<file path="src/rtl/fclr_pkg.sv">
// shared types, codes and the header lookup for the framed channel link receiver
// no dependencies
`default_nettype none

package fclr_pkg;

  // configuration port
  localparam int unsigned AddrWidth    = 3;
  localparam int unsigned DataWidth    = 32;
  localparam logic        RegUnitMode  = 1'b0;
  localparam logic        RegTimeoutMs = 1'b1;
  localparam logic [15:0] TimeoutReset = 16'd1000;

  // link codes
  localparam logic [7:0] StopCode = 8'h41;
  localparam logic [7:0] HeaderCodes [8] = '{8'h77, 8'hFD, 8'h99, 8'hAA,
                                              8'hBB, 8'hFE, 8'hDD, 8'hEE};

  typedef enum logic [1:0] {
    OP_BYTE    = 2'd0,
    OP_TX_DONE = 2'd1,
    OP_TICK    = 2'd2
  } op_e;

  typedef enum logic [1:0] {
    KIND_VALUE  = 2'd0,
    KIND_STATUS = 2'd1,
    KIND_TURN   = 2'd2
  } kind_e;

  typedef enum logic {
    MODE_VALUE  = 1'b0,
    MODE_STATUS = 1'b1
  } mode_e;

  typedef struct packed {
    mode_e       unit_mode;
    logic [15:0] timeout_ms;
  } cfg_t;

  // control state of the receiver
  typedef struct packed {
    logic        turn_ours;
    logic        header_pending;
    logic [2:0]  current_channel;
    logic [1:0]  byte_position;
    logic [15:0] alarm_bits;
    logic [3:0]  range_flags;
    logic [15:0] listen_elapsed;
  } state_t;

  typedef struct packed {
    kind_e       result_kind;
    logic [2:0]  channel;
    logic [31:0] value_word;
    logic [15:0] alarm_mask;
    logic [3:0]  range_bits;
    logic        turn_is_ours;
  } result_t;

  typedef struct packed {
    logic       hit;
    logic [2:0] chan;
  } hdr_t;

  // match a byte against the eight header codes
  function automatic hdr_t header_lookup(input logic [7:0] b);
    hdr_t r;
    r = '0;
    for (int i = 7; i >= 0; i--) begin
      if (HeaderCodes[i] == b) begin
        r.hit  = 1'b1;
        r.chan = 3'(i);
      end
    end
    return r;
  endfunction

endpackage

`default_nettype wire

</file>
<file path="src/rtl/fclr_in_if.sv">
// input channel: opcode and received byte with valid/ready
// depends on nothing
`default_nettype none

interface fclr_in_if;
  logic       valid;
  logic       ready;
  logic [1:0] opcode;
  logic [7:0] rx_byte;

  modport source (output valid, output opcode, output rx_byte, input ready);
  modport sink   (input valid, input opcode, input rx_byte, output ready);
endinterface

`default_nettype wire

</file>
<file path="src/rtl/fclr_out_if.sv">
// result channel: one result beat with valid/ready
// depends on nothing
`default_nettype none

interface fclr_out_if;
  logic        valid;
  logic        ready;
  logic [1:0]  result_kind;
  logic [2:0]  channel;
  logic [31:0] value_word;
  logic [15:0] alarm_mask;
  logic [3:0]  range_bits;
  logic        turn_is_ours;

  modport source (output valid, output result_kind, output channel, output value_word,
                  output alarm_mask, output range_bits, output turn_is_ours,
                  input ready);
  modport sink   (input valid, input result_kind, input channel, input value_word,
                  input alarm_mask, input range_bits, input turn_is_ours,
                  output ready);
endinterface

`default_nettype wire

</file>
<file path="src/rtl/fclr_cfg.sv">
// APB-style register file: unit mode and listening timeout
// depends on fclr_pkg
`default_nettype none

module fclr_cfg (
  input  wire logic                          clk_i,
  input  wire logic                          rst_ni,
  input  wire logic                          psel,
  input  wire logic                          penable,
  input  wire logic                          pwrite,
  input  wire logic [fclr_pkg::AddrWidth-1:0] paddr,
  input  wire logic [fclr_pkg::DataWidth-1:0] pwdata,
  output logic      [fclr_pkg::DataWidth-1:0] prdata,
  output logic                               pready,
  output fclr_pkg::cfg_t                     cfg_o
);

  fclr_pkg::cfg_t cfg_q, cfg_d;
  logic           wr_en;

  assign pready = 1'b1;
  assign wr_en  = psel & penable & pwrite & pready;

  // register write decode
  always_comb begin
    cfg_d = cfg_q;
    if (wr_en) begin
      unique case (paddr[2])
        fclr_pkg::RegUnitMode:  cfg_d.unit_mode  = fclr_pkg::mode_e'(pwdata[0]);
        fclr_pkg::RegTimeoutMs: cfg_d.timeout_ms = pwdata[15:0];
        default: ;
      endcase
    end
  end

  always_ff @(posedge clk_i or negedge rst_ni) begin
    if (!rst_ni) begin
      cfg_q.unit_mode  <= fclr_pkg::MODE_VALUE;
      cfg_q.timeout_ms <= fclr_pkg::TimeoutReset;
    end else begin
      cfg_q <= cfg_d;
    end
  end

  // read back
  always_comb begin
    prdata = '0;
    unique case (paddr[2])
      fclr_pkg::RegUnitMode:  prdata = {{(fclr_pkg::DataWidth-1){1'b0}}, cfg_q.unit_mode};
      fclr_pkg::RegTimeoutMs: prdata = {{(fclr_pkg::DataWidth-16){1'b0}}, cfg_q.timeout_ms};
      default: ;
    endcase
  end

  assign cfg_o = cfg_q;

endmodule

`default_nettype wire

</file>
<file path="src/rtl/fclr_step.sv">
// next-state and result logic for one beat of the link receiver
// depends on fclr_pkg
`default_nettype none

module fclr_step (
  input  wire fclr_pkg::cfg_t   cfg_i,
  input  wire fclr_pkg::state_t st_i,
  input  wire logic [7:0]    word_b0_i,
  input  wire logic [7:0]    word_b1_i,
  input  wire logic [7:0]    word_b2_i,
  input  wire logic [1:0]    opcode_i,
  input  wire logic [7:0]    rx_byte_i,
  output fclr_pkg::state_t   st_o,
  output logic               wb_en_o,
  output logic [1:0]         wb_idx_o,
  output logic               res_v_o,
  output fclr_pkg::result_t  res_o
);

  fclr_pkg::hdr_t  hdr;
  fclr_pkg::kind_e kind;
  logic [31:0]     word;

  assign hdr = fclr_pkg::header_lookup(rx_byte_i);

  // per-opcode state update
  always_comb begin
    st_o     = st_i;
    wb_en_o  = 1'b0;
    wb_idx_o = st_i.byte_position;
    res_v_o  = 1'b0;
    kind     = fclr_pkg::KIND_TURN;
    word     = '0;
    unique case (fclr_pkg::op_e'(opcode_i))
      fclr_pkg::OP_BYTE: begin
        priority if (rx_byte_i == fclr_pkg::StopCode) begin
          st_o.turn_ours     = 1'b1;
          st_o.byte_position = '0;
          res_v_o            = 1'b1;
          kind               = fclr_pkg::KIND_TURN;
        end else if (st_i.turn_ours) begin
          st_o.byte_position = '0;
        end else if (st_i.header_pending) begin
          st_o.byte_position = '0;
          if (hdr.hit) begin
            st_o.current_channel = hdr.chan;
            st_o.header_pending  = 1'b0;
          end
        end else if (cfg_i.unit_mode == fclr_pkg::MODE_VALUE) begin
          if (st_i.byte_position != 2'd3) begin
            wb_en_o            = 1'b1;
            st_o.byte_position = st_i.byte_position + 2'd1;
          end else begin
            st_o.byte_position  = '0;
            st_o.header_pending = 1'b1;
            res_v_o             = 1'b1;
            kind                = fclr_pkg::KIND_VALUE;
            word                = {word_b0_i, word_b1_i, word_b2_i, rx_byte_i};
          end
        end else begin
          // status byte: bit 0 high alarm, bit 1 low alarm, bit 2 range
          st_o.alarm_bits[{1'b1, st_i.current_channel}] = rx_byte_i[0];
          st_o.alarm_bits[{1'b0, st_i.current_channel}] = rx_byte_i[1];
          if (!st_i.current_channel[2]) begin
            st_o.range_flags[st_i.current_channel[1:0]] = rx_byte_i[2];
          end
          st_o.header_pending = 1'b1;
          res_v_o             = 1'b1;
          kind                = fclr_pkg::KIND_STATUS;
        end
      end
      fclr_pkg::OP_TX_DONE: begin
        st_o.turn_ours      = 1'b0;
        st_o.listen_elapsed = '0;
      end
      fclr_pkg::OP_TICK: begin
        if (cfg_i.unit_mode == fclr_pkg::MODE_VALUE && !st_i.turn_ours) begin
          if (st_i.listen_elapsed >= cfg_i.timeout_ms) begin
            st_o.turn_ours      = 1'b1;
            st_o.listen_elapsed = '0;
            res_v_o             = 1'b1;
            kind                = fclr_pkg::KIND_TURN;
          end else begin
            st_o.listen_elapsed = st_i.listen_elapsed + 16'd1;
          end
        end
      end
      default: ;
    endcase
  end

  // result fields reflect the state after the beat
  always_comb begin
    res_o.result_kind  = kind;
    res_o.channel      = st_o.current_channel;
    res_o.value_word   = word;
    res_o.alarm_mask   = st_o.alarm_bits;
    res_o.range_bits   = st_o.range_flags;
    res_o.turn_is_ours = st_o.turn_ours;
  end

endmodule

`default_nettype wire

</file>
<file path="src/rtl/framed_channel_link_receiver_unit.sv">
// Framed channel link receiver, top level.
// Path: input register, then result register, which takes the beat when free or draining.
// Throughput: one beat per cycle unless a result waits unread; input refills as results drain.
// Reset: rst_ni low gives the turn to this side, waits for a header, clears counters and flags
// and returns the config to defaults.
// Depends on fclr_pkg, fclr_in_if, fclr_out_if, fclr_cfg and fclr_step.
`default_nettype none

module framed_channel_link_receiver_unit (
  input  wire logic                           clk_i,
  input  wire logic                           rst_ni,
  fclr_in_if.sink                             in_i,
  fclr_out_if.source                          out_o,
  input  wire logic                           psel,
  input  wire logic                           penable,
  input  wire logic                           pwrite,
  input  wire logic [fclr_pkg::AddrWidth-1:0] paddr,
  input  wire logic [fclr_pkg::DataWidth-1:0] pwdata,
  output logic      [fclr_pkg::DataWidth-1:0] prdata,
  output logic                                pready
);

  fclr_pkg::cfg_t    cfg;
  fclr_pkg::state_t  st_q, st_d;
  fclr_pkg::result_t res, res_q;
  logic [7:0]        word_q [3];
  logic              in_v_q;
  logic [1:0]        op_q;
  logic [7:0]        byte_q;
  logic              out_v_q;
  logic              adv;
  logic              wb_en;
  logic [1:0]        wb_idx;
  logic              res_v;

  fclr_cfg u_cfg (
    .clk_i   (clk_i),
    .rst_ni  (rst_ni),
    .psel    (psel),
    .penable (penable),
    .pwrite  (pwrite),
    .paddr   (paddr),
    .pwdata  (pwdata),
    .prdata  (prdata),
    .pready  (pready),
    .cfg_o   (cfg)
  );

  // the held beat moves on when the result register is free or draining
  assign adv        = in_v_q & (~out_v_q | out_o.ready);
  assign in_i.ready = ~in_v_q | adv;

  // input register
  always_ff @(posedge clk_i or negedge rst_ni) begin
    if (!rst_ni) begin
      in_v_q <= 1'b0;
    end else if (in_i.valid && in_i.ready) begin
      in_v_q <= 1'b1;
    end else if (adv) begin
      in_v_q <= 1'b0;
    end
  end

  always_ff @(posedge clk_i) begin
    if (in_i.valid && in_i.ready) begin
      op_q   <= in_i.opcode;
      byte_q <= in_i.rx_byte;
    end
  end

  fclr_step u_step (
    .cfg_i     (cfg),
    .st_i      (st_q),
    .word_b0_i (word_q[0]),
    .word_b1_i (word_q[1]),
    .word_b2_i (word_q[2]),
    .opcode_i  (op_q),
    .rx_byte_i (byte_q),
    .st_o      (st_d),
    .wb_en_o   (wb_en),
    .wb_idx_o  (wb_idx),
    .res_v_o   (res_v),
    .res_o     (res)
  );

  // receiver state
  always_ff @(posedge clk_i or negedge rst_ni) begin
    if (!rst_ni) begin
      st_q.turn_ours       <= 1'b1;
      st_q.header_pending  <= 1'b1;
      st_q.current_channel <= '0;
      st_q.byte_position   <= '0;
      st_q.alarm_bits      <= '0;
      st_q.range_flags     <= '0;
      st_q.listen_elapsed  <= '0;
    end else if (adv) begin
      st_q <= st_d;
    end
  end

  // word bytes collected ahead of the last byte
  always_ff @(posedge clk_i) begin
    if (adv && wb_en) begin
      word_q[wb_idx] <= byte_q;
    end
  end

  // result register
  always_ff @(posedge clk_i or negedge rst_ni) begin
    if (!rst_ni) begin
      out_v_q <= 1'b0;
    end else if (adv) begin
      out_v_q <= res_v;
    end else if (out_o.ready) begin
      out_v_q <= 1'b0;
    end
  end

  always_ff @(posedge clk_i) begin
    if (adv && res_v) begin
      res_q <= res;
    end
  end

  assign out_o.valid        = out_v_q;
  assign out_o.result_kind  = res_q.result_kind;
  assign out_o.channel      = res_q.channel;
  assign out_o.value_word   = res_q.value_word;
  assign out_o.alarm_mask   = res_q.alarm_mask;
  assign out_o.range_bits   = res_q.range_bits;
  assign out_o.turn_is_ours = res_q.turn_is_ours;

  // a turn claim always leaves the turn with us
  assert property (@(posedge clk_i) disable iff (!rst_ni)
    (out_v_q && res_q.result_kind == fclr_pkg::KIND_TURN) |-> res_q.turn_is_ours)
    else $error("turn claim reported without the turn");

  // only value results carry a word
  assert property (@(posedge clk_i) disable iff (!rst_ni)
    (out_v_q && res_q.result_kind != fclr_pkg::KIND_VALUE) |-> (res_q.value_word == '0))
    else $error("word on a non-value result");

  // a word completes only in value mode after a header
  assert property (@(posedge clk_i) disable iff (!rst_ni)
    (adv && res_v && res.result_kind == fclr_pkg::KIND_VALUE) |->
      (cfg.unit_mode == fclr_pkg::MODE_VALUE && !st_q.header_pending &&
       st_q.byte_position == 2'd3))
    else $error("value word out of sequence");

  // in status mode the listen counter never counts up
  assert property (@(posedge clk_i) disable iff (!rst_ni)
    (cfg.unit_mode == fclr_pkg::MODE_STATUS && $past(cfg.unit_mode == fclr_pkg::MODE_STATUS))
      |-> ($stable(st_q.listen_elapsed) || st_q.listen_elapsed == '0))
    else $error("listen counter moved in status mode");

endmodule

`default_nettype wire
</file>
<file path="src/flat_wrapper.sv">
// flat-port wrapper written by rule: the top's interface ports become plain ports
module framed_channel_link_receiver_unit_flat 
  (clk_i, rst_ni, psel, penable, pwrite, paddr, pwdata, prdata, pready, in_i_valid, in_i_opcode, in_i_rx_byte, in_i_ready, out_o_valid, out_o_result_kind, out_o_channel, out_o_value_word, out_o_alarm_mask, out_o_range_bits, out_o_turn_is_ours, out_o_ready);
  fclr_in_if in_i_i ();
  fclr_out_if out_o_i ();
  input  wire logic clk_i;
  input  wire logic rst_ni;
  input  wire logic psel;
  input  wire logic penable;
  input  wire logic pwrite;
  input  wire logic [fclr_pkg::AddrWidth-1:0] paddr;
  input  wire logic [fclr_pkg::DataWidth-1:0] pwdata;
  output logic      [fclr_pkg::DataWidth-1:0] prdata;
  output logic pready;
  input wire logic [$bits(in_i_i.valid)-1:0] in_i_valid;
  input wire logic [$bits(in_i_i.opcode)-1:0] in_i_opcode;
  input wire logic [$bits(in_i_i.rx_byte)-1:0] in_i_rx_byte;
  output wire logic [$bits(in_i_i.ready)-1:0] in_i_ready;
  output wire logic [$bits(out_o_i.valid)-1:0] out_o_valid;
  output wire logic [$bits(out_o_i.result_kind)-1:0] out_o_result_kind;
  output wire logic [$bits(out_o_i.channel)-1:0] out_o_channel;
  output wire logic [$bits(out_o_i.value_word)-1:0] out_o_value_word;
  output wire logic [$bits(out_o_i.alarm_mask)-1:0] out_o_alarm_mask;
  output wire logic [$bits(out_o_i.range_bits)-1:0] out_o_range_bits;
  output wire logic [$bits(out_o_i.turn_is_ours)-1:0] out_o_turn_is_ours;
  input wire logic [$bits(out_o_i.ready)-1:0] out_o_ready;
  assign in_i_i.valid = in_i_valid;
  assign in_i_i.opcode = in_i_opcode;
  assign in_i_i.rx_byte = in_i_rx_byte;
  assign in_i_ready = in_i_i.ready;
  assign out_o_valid = out_o_i.valid;
  assign out_o_result_kind = out_o_i.result_kind;
  assign out_o_channel = out_o_i.channel;
  assign out_o_value_word = out_o_i.value_word;
  assign out_o_alarm_mask = out_o_i.alarm_mask;
  assign out_o_range_bits = out_o_i.range_bits;
  assign out_o_turn_is_ours = out_o_i.turn_is_ours;
  assign out_o_i.ready = out_o_ready;
  framed_channel_link_receiver_unit u_core (.clk_i(clk_i), .rst_ni(rst_ni), .in_i(in_i_i), .out_o(out_o_i), .psel(psel), .penable(penable), .pwrite(pwrite), .paddr(paddr), .pwdata(pwdata), .prdata(prdata), .pready(pready));
endmodule
</file>
<file path="config.mk">
export PLATFORM = sky130hd
export DESIGN_NAME = framed_channel_link_receiver_unit_flat
export DESIGN_NICKNAME = d
export VERILOG_FILES = /design/src/rtl/fclr_pkg.sv /design/src/rtl/fclr_in_if.sv /design/src/rtl/fclr_out_if.sv /design/src/rtl/fclr_cfg.sv /design/src/rtl/fclr_step.sv /design/src/rtl/framed_channel_link_receiver_unit.sv /design/src/flat_wrapper.sv
export SDC_FILE = /design/constraint.sdc
export NUM_CORES = 1
export LEC_CHECK = 0
export ABC_AREA = 1
export BUFFER_PORTS_ARGS = -buffer_cell sky130_fd_sc_hd__buf_2
export CORE_MARGIN = 3
export CORE_UTILIZATION = 37
export DETAILED_ROUTE_END_ITERATION = 10
export HOLD_SLACK_MARGIN = 0.08
export PLACE_DENSITY_LB_ADDON = 0.05
export SLEW_MARGIN = 10
export SYNTH_ARGS = -nofsm -noshare
export SYNTH_HDL_FRONTEND = slang
export SYNTH_SLANG_ARGS = --single-unit
</file>
<file path="constraint.sdc">
create_clock -name clk_i -period 9.2 [get_ports clk_i]
set_input_delay 0 -clock clk_i [delete_from_list [all_inputs] [get_ports clk_i]]
set_output_delay 0 -clock clk_i [all_outputs]
set_load 0.05 [all_outputs]
</file>
==> metrics <==
grt ovf=0; Net count, final=940; CTS Buf Count=17; post-synthesis cell type count=45; synthesis warning total=0; Leakage=4.30 nW; layout cells sized above 1=between 20% and 30%; die area=between 20,000 and 25,000 µm²; Pre-antenna DRT Iters=4; pin slew with the least headroom to its limit=between 0.9 and 1 ns; Data arrival, critical path=2.98 ns; wire length on met1=~6.7 mm; outcome=finished clean; Slowest Stage Delay on Critical Path=0.61 ns; Final min period=just under 3 ns; Avg Cell Area, Syn=~10 µm²; Post-Route Skew=roughly 0.0097 ns; Final ANT Viol Nets=0; largest net degree at the start of global routing=63; Core Box Area=19,100 µm²; Worst-Skew Late Latency=between 0.4 and 0.5 ns; Finish-stage setup viols=0; hpwl dp=about 11 mm; area occupied by multi-input gates=~2400 µm²; I/O pin count=between 100 and 150; Post-CTS Setup Repair Bufs=0; gp weighted congestion=slightly above 0.8; Max Slew Vio Count=0; most frequent cells in the layout=180 x nand2_1, 109 x buf_2, 97 x inv_1; critical path class=reg -> reg; Slew HR=roughly a third; TritonCTS clock tree=yes; Top delay family on crit path=buffers and inverters; Peak supply drop=roughly 0.14 mV; Mapped Cells=around 720; most common cell after layout, fill and taps aside=nand2_1; top routing layer in use=met4; Mapped Area=7320 µm²; power consumption=approximately 1.9 mW; slowest CP cell=buf_4; drt via density=about 4.5; Worst Path Buf+Inv=2; initial drt markers=247; Max Freq=341 MHz; HP Class=in -> reg; main combinational cell family by area after synthesis=simple AND/OR/NAND/NOR gates; RSZ-0062 raised after global routing=no; XOR/XNOR share of the synthesized area=~1.1%; die height=147 µm; sequential area share after synthesis=59.1%; PD cells=~210 nW/µm²; met3 WL=between 500 and 600 µm; PortBufs=roughly 110; Synth Area in Compound Gates=5.93%; Num Clock Sinks=between 150 and 200; Final TNS setup=0 ns; met2 WL=around 7.9 mm; clock-pin slew on the worst setup and hold paths=0.06 ns; CTS Buffer Depth=2; wire per inst=around 13 µm; worst path required time=approximately 9.2 ns; Startpoint Class=flip-flop; GRT Util Overall=15.0%; post-synthesis mux area share=0%; Max Cap Viol=0; Initial Util=38.4%; adder-cell share of the synthesized area=under 10%; Post-Synth Simple-Gate Area=between 20% and 30%; vias in the first global route=roughly 5,300; CP Capture Type=flip-flop; Hold Violations, Final=0; Rows=50; Synth Register Bits=~150; total vias in the final route=~5,100; CTS Root Cell=clkbuf_16; critical path peak fanout=58; DRC Markers=0; H-Tree Depth=4; period utilization=a little under a third; chip width=147 µm; diode count=0; area grow syn2layout=23.2%; area occupied by registers=between 4000 and 5000 µm²; CP cell instances=inv_1 -> nand2_2 -> nor2_4 -> nand4_4 -> a21oi_1 -> a21oi_1 -> nor2_4 -> buf_4; routed wire length=15.3 mm; first-pass GRT wire length=25.9 mm; fillers=about 1,800; initial antenna violation count=0
[flip-flops by register name, summed over array words and instances (netlist names)]
signal / cells
out_o_value_word: 24
u_core.byte_q: 8
u_core.in_v_q: 1
u_core.op_q: 2
u_core.out_o.alarm_mask: 16
u_core.out_o.channel: 3
u_core.out_o.range_bits: 4
u_core.out_o.result_kind: 2
u_core.out_o.turn_is_ours: 1
u_core.out_o.valid: 1
u_core.out_o.value_word: 8
u_core.st_q: 43
u_core.u_cfg.cfg_o: 17
u_core.word_q: 24
[layer usage]
layer / global-route usage (%) / up-vias
met1: 18.8 / 2463
li1: - / 2576
met3: 3.38 / 14
met2: 26.0 / 94
met5: 0 / -
met4: 4.52 / 0
[path summary, 6_finish.rpt]
| check | start | endpoint | slack [ns] | depth (start not counted) |
|---|---|---|---|---|
| hold / removal | in_i_rx_byte[6] | u_core.byte_q[6] | 0.29 | 2 |
| setup reg to reg | u_core.byte_q[1] | u_core.out_o.range_bits[2] | 6.26 | 8 |
| setup / recovery | u_core.byte_q[1] | u_core.out_o.range_bits[2] | 6.26 | 8 |
| max in group asynchronous | rst_ni | u_core.st_q[16] | 8.34 | 3 |
| min in group asynchronous | rst_ni | u_core.u_cfg.cfg_o[12] | 0.31 | 3 |
| hold reg to reg | u_core.st_q[29] | u_core.st_q[29] | 0.48 | 2 |
[worst reg2reg max path: cells and delay by family (launching register included)]
kind | cells | cell delay, ns
buf+inv | 2 | 1.14
flops | 1 | 0.48
compound gates | 2 | 0.30
simple gates | 4 | 0.60
[power breakdown]
part	internal, mW	leakage [nW]	total [mW]	switching, mW
registers	0.797	1.64	0.835	0.0388
clock network	0.513	0.318	0.774	0.261
logic	0.0896	2.34	0.323	0.234
[metrics by stage]
| stage | cell area (µm²) | worst slack, ns | hold WS (ns) | std cells | utilization, % |
|---|---|---|---|---|---|
| 3_3_place_gp | 8040 | 6.31 | 0.181 | 1076 | 42.1 |
| 4_1_cts | 9020 | 6.24 | 0.264 | 1140 | 47.3 |
| 3_5_place_dp | 8040 | 6.26 | 0.178 | 1076 | 42.1 |
| 5_1_grt | 9020 | 6.04 | 0.281 | 1140 | 47.3 |
| 6_report | 9020 | 6.26 | 0.287 | 1140 | 47.3 |
| 2_1_floorplan | 7380 | 4.91 | -0.296 | 738 | - |
[area by class of cell]
| cell class | instances | share of cell area [%] |
|---|---|---|
| flip-flops and latches | 154 | 47.9 |
| well taps | 260 | 3.61 |
| clock buffers | 25 | 5.51 |
| multi-input cells | 445 | 26.7 |
| inverters | 105 | 4.55 |
| repair buffers | 144 | 9.85 |
| clock inverters | 7 | 1.80 |
[synthesized netlist by cell type]
master / instances / area, µm²
nor2_4: 1 / 11.3
buf_1: 3 / 11.3
o31ai_1: 1 / 7.51
o211ai_1: 1 / 7.51
a21oi_1: 25 / 125
nand2_8: 1 / 20.0
nor2_8: 2 / 40.0
nor4_4: 4 / 85.1
inv_2: 5 / 18.8
nand4_4: 1 / 21.3
nand2_4: 2 / 22.5
a31oi_1: 2 / 12.5
inv_4: 1 / 6.26
o21ai_0: 11 / 55.1
o21bai_1: 1 / 7.51
a21o_1: 1 / 7.51
clkinv_1: 1 / 3.75
nor2_1: 74 / 278
and3_1: 1 / 6.26
ha_1: 21 / 263
nor2_2: 14 / 87.6
edfxtp_1: 92 / 2760
nor3_4: 1 / 16.3
buf_2: 4 / 20.0
dfrtp_1: 54 / 1350
o21ai_2: 20 / 175
nand3_1: 22 / 110
clkbuf_1: 4 / 15.0
buf_6: 5 / 56.3
dfstp_2: 8 / 210
a21oi_4: 1 / 16.3
nor3_2: 4 / 40.0
nor2b_1: 1 / 6.26
nor3_1: 6 / 30.0
bufinv_8: 1 / 17.5
xor2_1: 7 / 61.3
nand2_2: 10 / 62.6
nand4_1: 5 / 31.3
o21ai_1: 4 / 20.0
nand3_2: 2 / 20.0
nand2_1: 180 / 676
conb_1: 2 / 7.51
inv_1: 97 / 364
buf_4: 18 / 135
xnor2_1: 2 / 17.5
[logic make-up after synthesis]
family,Yosys count
adders and majority gates,21
xor gates and xnor gates,9
DFF,154
and+or+nand+nor,331
other,2
AOI/OAI and AO/OA,67
buffers and inverters,139
[what timing repair did]
action                    CTS  global route
resized for setup           0             0
hold buffers               32             0
hold endpoints to repair   83             0
Note: power is estimated with default switching activity, not from simulation.
